## src/rtl/kwm_pkg.sv

```systemverilog
// Package with the shared types and codes of the k-way merge min-heap.
`default_nettype none

package kwm_pkg;

	localparam int TAG_BITS = 4;
	localparam int IN_VALUE_BITS = 32;
	localparam int OUT_COUNT_BITS = 5;

	localparam logic [1:0] KIND_INSERT = 2'd0;
	localparam logic [1:0] KIND_ADVANCE = 2'd1;
	localparam logic [1:0] KIND_EXHAUST = 2'd2;

	typedef enum logic [1:0] {
		STAT_OK,
		STAT_FULL,
		STAT_EMPTY
	} kwm_status_t;

	typedef enum logic [2:0] {
		ST_IDLE,
		ST_UP_CMP,
		ST_DN_CMP,
		ST_LAST,
		ST_WB,
		ST_FIN
	} kwm_state_t;

	typedef struct packed {
		logic [IN_VALUE_BITS-1:0] min_value;
		logic [TAG_BITS-1:0] min_tag;
		logic [OUT_COUNT_BITS-1:0] entry_count;
		logic is_empty;
		kwm_status_t status;
	} kwm_result_t;

endpackage

`default_nettype wire

```

## src/rtl/kwm_mem.sv

```systemverilog
// Heap entry memory with one write port and two registered read ports.
`default_nettype none

module kwm_mem #(
	parameter int DEPTH = 16,
	parameter int WIDTH = 36
) (
	input wire logic clk,
	input wire logic wr_en,
	input wire logic [$clog2(DEPTH)-1:0] wr_addr,
	input wire logic [WIDTH-1:0] wr_data,
	input wire logic [$clog2(DEPTH)-1:0] rd_addr0,
	input wire logic [$clog2(DEPTH)-1:0] rd_addr1,
	output logic [WIDTH-1:0] rd_data0,
	output logic [WIDTH-1:0] rd_data1
);

	logic [WIDTH-1:0] mem_q [DEPTH];

	always_ff @(posedge clk) begin
		if (wr_en) begin
			mem_q[wr_addr] <= wr_data;
		end
	end

	always_ff @(posedge clk) begin
		rd_data0 <= mem_q[rd_addr0];
		rd_data1 <= mem_q[rd_addr1];
	end

endmodule

`default_nettype wire

```

## src/rtl/kwm_ctrl.sv

```systemverilog
// Heap sequencer: decodes requests and walks sift-up and sift-down through the memory.
`default_nettype none

module kwm_ctrl #(
	parameter int CAPACITY = 16,
	parameter int VALUE_BITS = 32
) (
	input wire logic clk,
	input wire logic arst_n,
	input wire logic in_valid,
	output logic in_ready,
	input wire logic [1:0] kind,
	input wire logic signed [kwm_pkg::IN_VALUE_BITS-1:0] item_value,
	input wire logic [kwm_pkg::TAG_BITS-1:0] list_tag,
	output logic res_valid,
	input wire logic res_ready,
	output kwm_pkg::kwm_result_t res,
	output logic wr_en,
	output logic [$clog2(CAPACITY)-1:0] wr_addr,
	output logic [VALUE_BITS+kwm_pkg::TAG_BITS-1:0] wr_data,
	output logic [$clog2(CAPACITY)-1:0] rd_addr0,
	output logic [$clog2(CAPACITY)-1:0] rd_addr1,
	input wire logic [VALUE_BITS+kwm_pkg::TAG_BITS-1:0] rd_data0,
	input wire logic [VALUE_BITS+kwm_pkg::TAG_BITS-1:0] rd_data1
);

	import kwm_pkg::*;

	localparam int AW = $clog2(CAPACITY);
	localparam int CW = $clog2(CAPACITY + 1);
	localparam int IW = AW + 2;
	localparam int VW = VALUE_BITS;
	localparam int XW = (VW > IN_VALUE_BITS) ? VW : IN_VALUE_BITS;
	localparam int KW = (CW > OUT_COUNT_BITS) ? CW : OUT_COUNT_BITS;

	kwm_state_t state_q, state_d;
	logic [CW-1:0] cnt_q;
	logic [AW-1:0] pos_q;
	logic [VW-1:0] hold_val_q;
	logic [TAG_BITS-1:0] hold_tag_q;
	logic [VW-1:0] root_val_q;
	logic [TAG_BITS-1:0] root_tag_q;
	kwm_status_t status_q;

	logic accept;
	logic is_full;
	logic is_zero;
	logic signed [XW-1:0] in_wide;
	logic [VW-1:0] in_val;
	logic [CW-1:0] cnt_m1;
	logic [AW-1:0] ins_pos;
	logic [AW-1:0] ins_parent;
	logic [AW-1:0] up_idx;
	logic [AW-1:0] up_parent;
	logic [IW-1:0] left_w;
	logic [IW-1:0] right_w;
	logic [IW-1:0] cnt_w;
	logic has_left;
	logic has_right;
	logic [VW-1:0] rd0_val;
	logic [VW-1:0] rd1_val;
	logic pick_right;
	logic [VW+TAG_BITS-1:0] pick_entry;
	logic [AW-1:0] pick_idx;
	logic [IW-1:0] pick_left_w;
	logic [IW-1:0] pick_right_w;
	logic up_swap;
	logic dn_swap;
	logic [XW-1:0] root_wide;
	logic [KW-1:0] cnt_wide;

	assign accept = in_valid && in_ready;
	assign is_full = (cnt_q == CW'(CAPACITY));
	assign is_zero = (cnt_q == '0);
	assign in_wide = XW'(item_value);
	assign in_val = in_wide[VW-1:0];
	assign cnt_m1 = cnt_q - CW'(1);
	assign ins_pos = cnt_q[AW-1:0];
	assign ins_parent = (ins_pos - AW'(1)) >> 1;
	assign up_idx = (pos_q - AW'(1)) >> 1;
	assign up_parent = (up_idx - AW'(1)) >> 1;

	// Children of the current node, held wide enough not to wrap.
	assign left_w = (IW'(pos_q) << 1) + IW'(1);
	assign right_w = left_w + IW'(1);
	assign cnt_w = IW'(cnt_q);
	assign has_left = (left_w < cnt_w);
	assign has_right = (right_w < cnt_w);

	assign rd0_val = rd_data0[VW-1:0];
	assign rd1_val = rd_data1[VW-1:0];

	// Right child wins only when strictly smaller than the left one.
	assign pick_right = has_right && ($signed(rd1_val) < $signed(rd0_val));
	assign pick_entry = pick_right ? rd_data1 : rd_data0;
	assign pick_idx = pick_right ? right_w[AW-1:0] : left_w[AW-1:0];
	assign pick_left_w = (IW'(pick_idx) << 1) + IW'(1);
	assign pick_right_w = pick_left_w + IW'(1);

	assign dn_swap = has_left && ($signed(pick_entry[VW-1:0]) < $signed(hold_val_q));
	assign up_swap = ($signed(hold_val_q) < $signed(rd0_val));

	// Next state.
	always_comb begin
		state_d = state_q;
		unique case (state_q)
			ST_IDLE: begin
				if (accept) begin
					unique case (kind)
						KIND_INSERT: begin
							if (is_full) begin
								state_d = ST_FIN;
							end else if (is_zero) begin
								state_d = ST_WB;
							end else begin
								state_d = ST_UP_CMP;
							end
						end
						KIND_ADVANCE: state_d = is_zero ? ST_FIN : ST_DN_CMP;
						KIND_EXHAUST: state_d = is_zero ? ST_FIN : ST_LAST;
						default: state_d = ST_FIN;
					endcase
				end
			end
			ST_UP_CMP: begin
				if (up_swap && (up_idx != '0)) begin
					state_d = ST_UP_CMP;
				end else begin
					state_d = ST_WB;
				end
			end
			ST_DN_CMP: state_d = dn_swap ? ST_DN_CMP : ST_WB;
			ST_LAST: state_d = ST_DN_CMP;
			ST_WB: state_d = ST_FIN;
			ST_FIN: begin
				if (res_ready) begin
					state_d = ST_IDLE;
				end
			end
			default: state_d = ST_IDLE;
		endcase
	end

	// Memory controls and handshakes.
	always_comb begin
		in_ready = 1'b0;
		res_valid = 1'b0;
		wr_en = 1'b0;
		wr_addr = pos_q;
		wr_data = {hold_tag_q, hold_val_q};
		rd_addr0 = AW'(1);
		rd_addr1 = AW'(2);
		unique case (state_q)
			ST_IDLE: begin
				in_ready = 1'b1;
				if (kind == KIND_INSERT) begin
					rd_addr0 = ins_parent;
				end else if (kind == KIND_EXHAUST) begin
					rd_addr0 = cnt_m1[AW-1:0];
				end
			end
			ST_UP_CMP: begin
				rd_addr0 = up_parent;
				if (up_swap) begin
					wr_en = 1'b1;
					wr_data = rd_data0;
				end
			end
			ST_DN_CMP: begin
				rd_addr0 = pick_left_w[AW-1:0];
				rd_addr1 = pick_right_w[AW-1:0];
				if (dn_swap) begin
					wr_en = 1'b1;
					wr_data = pick_entry;
				end
			end
			ST_LAST: begin
			end
			ST_WB: wr_en = 1'b1;
			ST_FIN: res_valid = 1'b1;
			default: begin
			end
		endcase
	end

	always_ff @(posedge clk or negedge arst_n) begin
		if (!arst_n) begin
			state_q <= ST_IDLE;
			cnt_q <= '0;
			status_q <= STAT_OK;
		end else begin
			state_q <= state_d;
			if (accept) begin
				status_q <= STAT_OK;
				unique case (kind)
					KIND_INSERT: begin
						if (is_full) begin
							status_q <= STAT_FULL;
						end else begin
							cnt_q <= cnt_q + CW'(1);
						end
					end
					KIND_ADVANCE: begin
						if (is_zero) begin
							status_q <= STAT_EMPTY;
						end
					end
					KIND_EXHAUST: begin
						if (is_zero) begin
							status_q <= STAT_EMPTY;
						end else begin
							cnt_q <= cnt_m1;
						end
					end
					default: begin
					end
				endcase
			end
		end
	end

	// Payload registers: the entry being sifted and a mirror of the root.
	always_ff @(posedge clk) begin
		if (accept) begin
			if (kind == KIND_INSERT) begin
				pos_q <= ins_pos;
				hold_val_q <= in_val;
				hold_tag_q <= list_tag;
			end else begin
				pos_q <= '0;
				hold_val_q <= in_val;
				hold_tag_q <= root_tag_q;
			end
		end else if (state_q == ST_UP_CMP && up_swap) begin
			pos_q <= up_idx;
		end else if (state_q == ST_DN_CMP && dn_swap) begin
			pos_q <= pick_idx;
		end else if (state_q == ST_LAST) begin
			hold_val_q <= rd0_val;
			hold_tag_q <= rd_data0[VW+TAG_BITS-1:VW];
		end
		if (wr_en && wr_addr == '0) begin
			root_val_q <= wr_data[VW-1:0];
			root_tag_q <= wr_data[VW+TAG_BITS-1:VW];
		end
	end

	assign root_wide = XW'(root_val_q);
	assign cnt_wide = KW'(cnt_q);

	always_comb begin
		res.min_value = is_zero ? '0 : root_wide[IN_VALUE_BITS-1:0];
		res.min_tag = is_zero ? '0 : root_tag_q;
		res.entry_count = cnt_wide[OUT_COUNT_BITS-1:0];
		res.is_empty = is_zero;
		res.status = status_q;
	end

`ifndef ASSERT_OFF
	a_cnt_bound: assert property (@(posedge clk) disable iff (!arst_n)
		cnt_q <= CW'(CAPACITY))
		else $error("heap count exceeds capacity");

	a_no_stray_write: assert property (@(posedge clk) disable iff (!arst_n)
		(state_q == ST_IDLE || state_q == ST_FIN || state_q == ST_LAST) |-> !wr_en)
		else $error("memory written outside a sift step");

	a_insert_count: assert property (@(posedge clk) disable iff (!arst_n)
		(accept && kind == KIND_INSERT && !is_full) |=> cnt_q == $past(cnt_q) + CW'(1))
		else $error("insert did not grow the heap");

	a_full_status: assert property (@(posedge clk) disable iff (!arst_n)
		(res_valid && res.status == STAT_FULL) |-> is_full)
		else $error("full status reported with room left");

	a_up_not_root: assert property (@(posedge clk) disable iff (!arst_n)
		state_q == ST_UP_CMP |-> pos_q != '0)
		else $error("sift-up compare at the root");
`endif

endmodule

`default_nettype wire

```

## src/rtl/k_way_merge_min_heap_top.sv

```systemverilog
// Top level of the k-way merge min-heap: stream ports, heap memory and result register.
`default_nettype none

// Binary min-heap of list heads for merging up to CAPACITY sorted lists. Each request
// carries a kind in s_tuser: insert places a new head (value and list tag) and sifts it
// up, advance replaces the root value with the next value of the root's list and sifts it
// down, and exhaust moves the last entry to the root and sifts it down. Ties never swap:
// an entry moves up only past a strictly greater parent, and moves down only below a
// strictly smaller child, the right child being chosen only when strictly smaller than
// the left. Every request yields exactly one result with the root value and tag (both
// zero when empty), the entry count and an empty flag, plus a status in m_tuser: ok,
// insert while full, or advance/exhaust while empty (both leave the heap unchanged);
// kind code 3 changes nothing and reports ok. Entries live in a single memory with one
// write port and two registered reads. One request is handled at a time: a rejected or
// no-op request goes straight to its result, an insert compares up the tree level by
// level and then writes the entry back, an advance does the same down the tree, and an
// exhaust first reads the last entry. The result register lets the heap finish a request
// while the previous result still waits on m_tready. No clearing pass follows reset.
module k_way_merge_min_heap_top #(
	parameter int CAPACITY = 16,
	parameter int VALUE_BITS = 32
) (
	input wire logic clk,
	input wire logic arst_n,
	input wire logic s_tvalid,
	output logic s_tready,
	input wire logic [39:0] s_tdata,  // item_value[31:0], list_tag[35:32], zero[39:36]
	input wire logic [1:0] s_tuser,   // kind[1:0]
	output logic m_tvalid,
	input wire logic m_tready,
	output logic [47:0] m_tdata,      // min_value[31:0], min_tag[35:32], entry_count[40:36],
	                                  // is_empty[41], zero[47:42]
	output logic [1:0] m_tuser        // status[1:0]
);

	import kwm_pkg::*;

	localparam int AW = $clog2(CAPACITY);
	localparam int EW = VALUE_BITS + TAG_BITS;

	logic res_valid;
	logic res_ready;
	kwm_result_t res;
	kwm_result_t res_q;
	logic out_valid_q;

	logic wr_en;
	logic [AW-1:0] wr_addr;
	logic [EW-1:0] wr_data;
	logic [AW-1:0] rd_addr0;
	logic [AW-1:0] rd_addr1;
	logic [EW-1:0] rd_data0;
	logic [EW-1:0] rd_data1;

	kwm_ctrl #(
		.CAPACITY(CAPACITY),
		.VALUE_BITS(VALUE_BITS)
	) u_ctrl (
		.clk(clk),
		.arst_n(arst_n),
		.in_valid(s_tvalid),
		.in_ready(s_tready),
		.kind(s_tuser),
		.item_value(s_tdata[31:0]),
		.list_tag(s_tdata[35:32]),
		.res_valid(res_valid),
		.res_ready(res_ready),
		.res(res),
		.wr_en(wr_en),
		.wr_addr(wr_addr),
		.wr_data(wr_data),
		.rd_addr0(rd_addr0),
		.rd_addr1(rd_addr1),
		.rd_data0(rd_data0),
		.rd_data1(rd_data1)
	);

	kwm_mem #(
		.DEPTH(CAPACITY),
		.WIDTH(EW)
	) u_mem (
		.clk(clk),
		.wr_en(wr_en),
		.wr_addr(wr_addr),
		.wr_data(wr_data),
		.rd_addr0(rd_addr0),
		.rd_addr1(rd_addr1),
		.rd_data0(rd_data0),
		.rd_data1(rd_data1)
	);

	// The result register is free when empty or being drained this cycle.
	assign res_ready = !out_valid_q || m_tready;

	always_ff @(posedge clk or negedge arst_n) begin
		if (!arst_n) begin
			out_valid_q <= 1'b0;
		end else if (res_valid && res_ready) begin
			out_valid_q <= 1'b1;
		end else if (m_tready) begin
			out_valid_q <= 1'b0;
		end
	end

	always_ff @(posedge clk) begin
		if (res_valid && res_ready) begin
			res_q <= res;
		end
	end

	assign m_tvalid = out_valid_q;
	assign m_tdata = {6'd0, res_q.is_empty, res_q.entry_count, res_q.min_tag, res_q.min_value};
	assign m_tuser = res_q.status;

endmodule

`default_nettype wire
```

## config.mk

```make
export PLATFORM = sky130hd
export DESIGN_NAME = k_way_merge_min_heap_top
export DESIGN_NICKNAME = d
export VERILOG_FILES = /design/src/rtl/kwm_pkg.sv /design/src/rtl/kwm_mem.sv /design/src/rtl/kwm_ctrl.sv /design/src/rtl/k_way_merge_min_heap_top.sv
export SDC_FILE = /design/constraint.sdc
export NUM_CORES = 1
export LEC_CHECK = 0
export BUFFER_PORTS_ARGS = -buffer_cell sky130_fd_sc_hd__buf_4
export CAP_MARGIN = 20
export CORE_MARGIN = 2
export CORE_UTILIZATION = 40
export CTS_BUF_LIST = sky130_fd_sc_hd__clkbuf_2
export DETAILED_ROUTE_END_ITERATION = 16
export GPL_ROUTABILITY_DRIVEN = 0
export PLACE_DENSITY = 0.63
export SYNTH_ARGS = -nofsm -noshare
export SYNTH_HDL_FRONTEND = slang
export SYNTH_SLANG_ARGS = --single-unit
```

## constraint.sdc

```tcl
create_clock -name clk -period 7 [get_ports clk]
set_clock_uncertainty 0.2 [all_clocks]
set_input_delay 1.4 -clock clk [delete_from_list [all_inputs] [get_ports clk]]
set_output_delay 1.4 -clock clk [all_outputs]
set_load 0.01 [all_outputs]
```

# Yosys cells after proc, flatten, opt, wreduce, memory -nomap -nowiden
# Memory sizes are Yosys's and may differ from the RTL's. A register that Yosys moved wholly into a read port is not among the register bits.
# Cells that the tools add are included.
[word_totals]
out_inout_bits = 52
elab_cells = 113
ram_bits = 576
ff_bits = 131
in_bits = 46
mem_count = 1
[op_classes]
n_mux = 47
order_cmp = 5
n_addsub = 9
reduce_logical = 23
eq_ne = 14
[memory_table]
columns = ["memory", "words", "word_bits", "rd", "rd_ports_with_merged_regs", "wr", "line", "source"]
rows = [
  ["u_mem.mem_q", 16, 36, 2, 2, 1, "kwm_mem.sv:18", "logic [WIDTH-1:0] mem_q [DEPTH];"],
]
[op_table]
columns = ["op", "count"]
rows = [
  ["$mux 32", 4],
  ["$mux 36", 3],
  ["$lt 32x32->1", 3],
  ["$pmux 36 s2", 1],
  ["$mux 4", 13],
  ["$mux 3", 8],
  ["$pmux 3 s6", 1],
  ["$lt 6x5->1", 2],
  ["$pmux 4 s3", 1],
  ["$mux 5", 2],
  ["$pmux 5 s2", 1],
  ["$mux 1", 9],
  ["$pmux 3 s3", 1],
  ["$add 4x1->4 const B", 2],
  ["$logic_and 1x1->1", 8],
  ["$sub 4x1->4 const B", 2],
  ["$add 5x1->6 const B", 1],
  ["$add 6x1->6 const B", 1],
  ["$eq 3x2->1 const B", 2],
  ["$eq 3x3->1 const B", 2],
  ["$ne 2x1->1 const B", 3],
  ["$ne 2x2->1 const B", 3],
  ["$reduce_bool 2->1", 3],
  ["$add 5x1->5 const B", 1],
  ["21 further kinds", 21],
]

# Longest topological paths before layout
[logic_depth]
ltp_word = 11
depth_mapped = 27
depth_no_buf = 24

# Cells and area by module
# Synthesis repeated with hierarchy kept, for this count alone.
[hier_totals]
cells_unflattened = 2214
area_unflattened_um2 = 36386.1
[modules_own_cells]
columns = ["mod", "n_inst", "area_per_inst_um2", "seq_area_each_um2", "cells_per_inst"]
rows = [
  ["kwm_mem", 1, 27232.4, 18738.0, 1277],
  ["kwm_ctrl", 1, 7729.9, 2532.4, 882],
  ["k_way_merge_min_heap_top", 1, 1423.9, 1346.3, 55],
]

# Worst setup path after synthesis
# OpenSTA, ideal clock, no wires.
[synth_timing]
path_kind = "register to register"
startpoint = "reg u_mem.rd_data0[17] (read register of u_mem.mem_q)"
endpoint = "mem u_mem.mem_q[2][0] (enable)"
setup_ps = 429
stages_incl_launch_ff = 26
slack_ps = -324
t_arrival_ps = 6695
path_cell_list = "dfxtp_1 > inv_1 > ha_1 > a21o_1 > a221o_1 > a32oi_1 > o211ai_1 > a21oi_1 > xor2_1 > nor2_1 > clkbuf_1 > nand2_1 > o21ai_0 > ha_1 > a21o_1 > a21o_1 > a211o_1 > a221o_1 > a211o_1 > a211oi_1 > o211ai_2 > xnor2_2 > o31ai_4 > a22oi_1 > buf_2 > nor2_1"
[synth_via]
elab_chain_cells = 9
elab_cells_between_ends = 11
[synth_rtl]
columns = ["element", "line", "source"]
rows = [
  ["start: declaration", "kwm_mem.sv:14", "output logic [WIDTH-1:0] rd_data0,"],
  ["$lt 32x32->1", "kwm_ctrl.sv:94", "assign pick_right = has_right && ($signed(rd1_val) < $signed(rd0_val));"],
  ["$logic_and 1x1->1", "kwm_ctrl.sv:94", ""],
  ["$mux 36", "kwm_ctrl.sv:95", "assign pick_entry = pick_right ? rd_data1 : rd_data0;"],
  ["$lt 32x32->1", "kwm_ctrl.sv:100", "assign dn_swap = has_left && ($signed(pick_entry[VW-1:0]) < $signed(hold_val_q));"],
  ["$logic_and 1x1->1", "kwm_ctrl.sv:100", ""],
  ["$mux 1", "kwm_ctrl.sv:172", "if (dn_swap) begin"],
  ["$pmux 1 s3 *", "kwm_ctrl.sv:153", "unique case (state_q)"],
  ["$mux 1 *", "kwm_mem.sv:21", "if (wr_en) begin"],
  ["$mux 1 (implied by the code) *", "kwm_mem.sv:22", "mem_q[wr_addr] <= wr_data;"],
  ["end: declaration", "kwm_mem.sv:18", ""],
]
# Every way passes the cells marked *; elsewhere a longest branch is shown, timed or not.

# Worst setup path after layout
[layout_timing]
startpoint = "reg u_mem.rd_data0[31] (read register of u_mem.mem_q)"
endpoint = "mem u_mem.mem_q[5][11] (enable)"
# Same word-level chain as after synthesis.

==> metrics.md <==
| Metric | Value |
|---|---|
| Worst min path class | input port to register |
| Antenna Violating Nets Remaining | 0 |
| Seq/Total Area, Yosys | 64.1% |
| DIE HEIGHT | 294 um |
| Core area | 83,400 um^2 |
| Site row count | 106 |
| Placed wire-length estimate | 59.4 mm |
| Multi-input gate area | 11,500 um^2 |
| First-pass GRT wire length | 148 mm |
| Critical Path AT | 7.77 ns |
| CTS max path bufs | 3 |
| Metal-1 WL | 41.8 mm |
| Htree depth | 4 |
| Worst path most repeated cell | buf_4 |
| Final setup fails | 0 |
| Proportion of layout cells with a drive suffix above 1 | 25.9% |
| Synth unique cells | 70 |
| Placed Area | 36,900 um^2 |
| Pre-antenna DRT Iters | 5 |
| Clk sink count | 743 |
| Antenna violations before repair | 4 |
| Routed WL | 102 mm |
| Clk root buf | clkbuf_2 |
| Final worst path period share | 97.5% |
| Filler cell count | 7,247 |
| DRC Markers | 0 |
| RSZ-0062 raised after global routing | false |
| Reg area | 21,500 um^2 |
| Crit-path max cell delay | 0.38 ns |
| Highest Signal Layer | met5 |
| Startpoint types | register |
| Tot GR Track Use | 23.5% |
| Max-Cap Viols | 0 |
| Min Tclk post-route | 6.83 ns |
| Total CTS buffers | 181 |
| Slew Limit Fails | 0 |
| Ys flop type | edfxtp_1 |
| Mean Syn Cell Area | 13.9 um^2 |
| Final Worst Setup Slack | 0.174 ns |
| Post-Syn Area | 33,600 um^2 |
| Post-route cell area | 39,400 um^2 |
| Routed wl met2 | 46.8 mm |
| Hold Slack | 0.126 ns |
| Area added between synthesis and finish | 17.1% |
| Post-Syn Instances | 2,420 |
| CTS tree | yes |
| Pre-CTS setup slack | -0.359 ns |
| Die ar. | 86,400 um^2 |
| Outcome | complete, no violations |
| Die Width | 294 um |
| Final Hold Vio Count | 0 |
| Final #Nets | 2,886 |
| Least-Margin Pin Slew | 1.04 ns |
| Rel. slew slack | 30.3% |
| Commonest non-fill, non-tap cells in the layout | edfxtp_1 (660), nand2_1 (313), clkbuf_2 (278) |
| Crit path max fanout | 23 |
| GR Overflow Total | 0 |
| Critical path required time | 7.95 ns |
| Reg clk slew, reported paths | 0.12 ns |
| Vias in the first global route | 23,200 |
| DR iter-0 viols | 2,677 |
| Clock Latency Late Sink | 1.44 ns |
| Initial Utilization | 40.3% |
| Setup crit end kind | register |
| Average wire per standard cell | 25.8 um |
| Input/output buffers | 87 |
| YS warnings | 0 |
| Top Ports | 98 |
| Yosys reg bits | 743 |
| Largest net degree at the start of global routing | 89 |
| Routed vias/inst | 5.84 |
| Crit-path slowest cell | dfxtp_1 |
| Post-synth EDFFs | 660 |
| Crit Path Class | register to register |
| Fmax | 0.147 GHz |
| Vias | 23,200 |
| DR WL met3 | 10.5 mm |
| Commonest non-fill, non-tap cell in the layout | edfxtp_1 |
| Asr flop ratio synth | 1.48% |
[cells in the mapped netlist, types with 38 or more instances]
library cell	number	share of area [%]
a21oi_1	107	1.6
a221o_1	38	1.1
a22oi_1	73	1.6
clkbuf_1	112	1.3
dfxtp_1	72	4.3
edfxtp_1	660	59
ha_1	113	4.2
inv_1	81	0.90
mux4_2	144	9.6
nand2_1	317	3.5
nand3_1	117	1.7
nor2_1	136	1.5
nor2b_1	74	1.4
o21ai_0	120	1.8
[sequential cells by signal (all words and copies together), names as in the netlist, 2 cells and up]
signal,flops
u_ctrl.cnt_q,5
u_ctrl.hold_val_q,32
m_tdata,42
u_ctrl.state_q,3
u_mem.mem_q,576
u_ctrl.hold_tag_q,4
m_tuser,2
u_ctrl.status_q,2
u_mem.rd_data0,36
u_mem.rd_data1,36
u_ctrl.wr_addr,4
[final cells by class]
| class | count | area share (%) |
|---|---|---|
| multi-input cells | 1453 | 29.1 |
| well taps | 1080 | 3.43 |
| repair buffers | 266 | 7.28 |
| clock inverters | 63 | 1.09 |
| clock buffers | 278 | 3.54 |
| inverters | 82 | 0.782 |
| diodes | 2 | 0.0127 |
| flip-flops and latches | 743 | 54.7 |
[worst paths after layout]
check                                          startpoint                               to  slack, ns  cells after the start
min in group asynchronous                          arst_n      u_ctrl.cnt_q[1]$_DFFE_PN0P_       0.69                      3
max in group asynchronous                          arst_n    u_ctrl.state_q[0]$_DFFE_PN0P_       5.05                      4
max                            u_mem.rd_data0[31]$_DFF_P_     u_mem.mem_q[5][11]$_DFFE_PP_       0.17                     31
min                                           s_tdata[13]  u_ctrl.hold_val_q[13]$_DFFE_PP_       0.13                      3
min reg2reg                u_ctrl.status_q[1]$_DFFE_PN0P_             m_tuser[1]$_DFFE_PP_       0.26                      0
max reg2reg                    u_mem.rd_data0[31]$_DFF_P_     u_mem.mem_q[5][11]$_DFFE_PP_       0.17                     31
[repair_timing]
action	4_1_cts	5_1_grt
buffers inserted	7	6
pin swaps	4	10
resized for setup	6	17
hold buffers	32	0
setup endpoints to repair	1152	1136
endpoints found under the hold margin	40	0
gates cloned	0	4
[critical path: cells and delay by family, from the launching register on]
kind,cells,cell delay (ns)
AO/OA/AOI/OAI,11,1.94
AND/OR/NAND/NOR,6,1.21
flip-flops,1,0.38
XOR/XNOR,2,0.43
adder cells (fa/ha/maj),2,0.61
buffers and inverters,10,1.71
[layer usage]
metal | vias to the layer above | track usage [%]
met5 | - | 0
met4 | 2 | 9.41
met3 | 208 | 5.75
met2 | 1318 | 36.0
met1 | 11600 | 32.1
li1 | 10000 | -
[kinds of logic (layout without fill, tap and decap cells)]
logic type                 count (synthesis)  count (layout)  share of synthesized area, %
AOI/OAI and AO/OA                        446             446                          8.85
xor gates and xnor gates                  17              17                         0.465
adders and majority gates                113             113                          4.21
buffers and inverters                    229             689                          2.77
DFF                                      743             743                          64.1
muxes                                    162             162                          10.2
other                                      1               8                        0.0112
and+or+nand+nor                          709             709                          9.43
[stage by stage]
stage,util (%),TNS [ns],cells
floorplan,-,-148.28,2425
global placement,44.2,-342.40,3575
detailed placement,44.2,-303.77,3575
CTS,46.9,0,3955
global route,47.2,0,3966
finish,47.2,0,3967
Power is not shown: default switching activity piles up to over one toggle a cycle in this logic, so the estimate is an artifact.
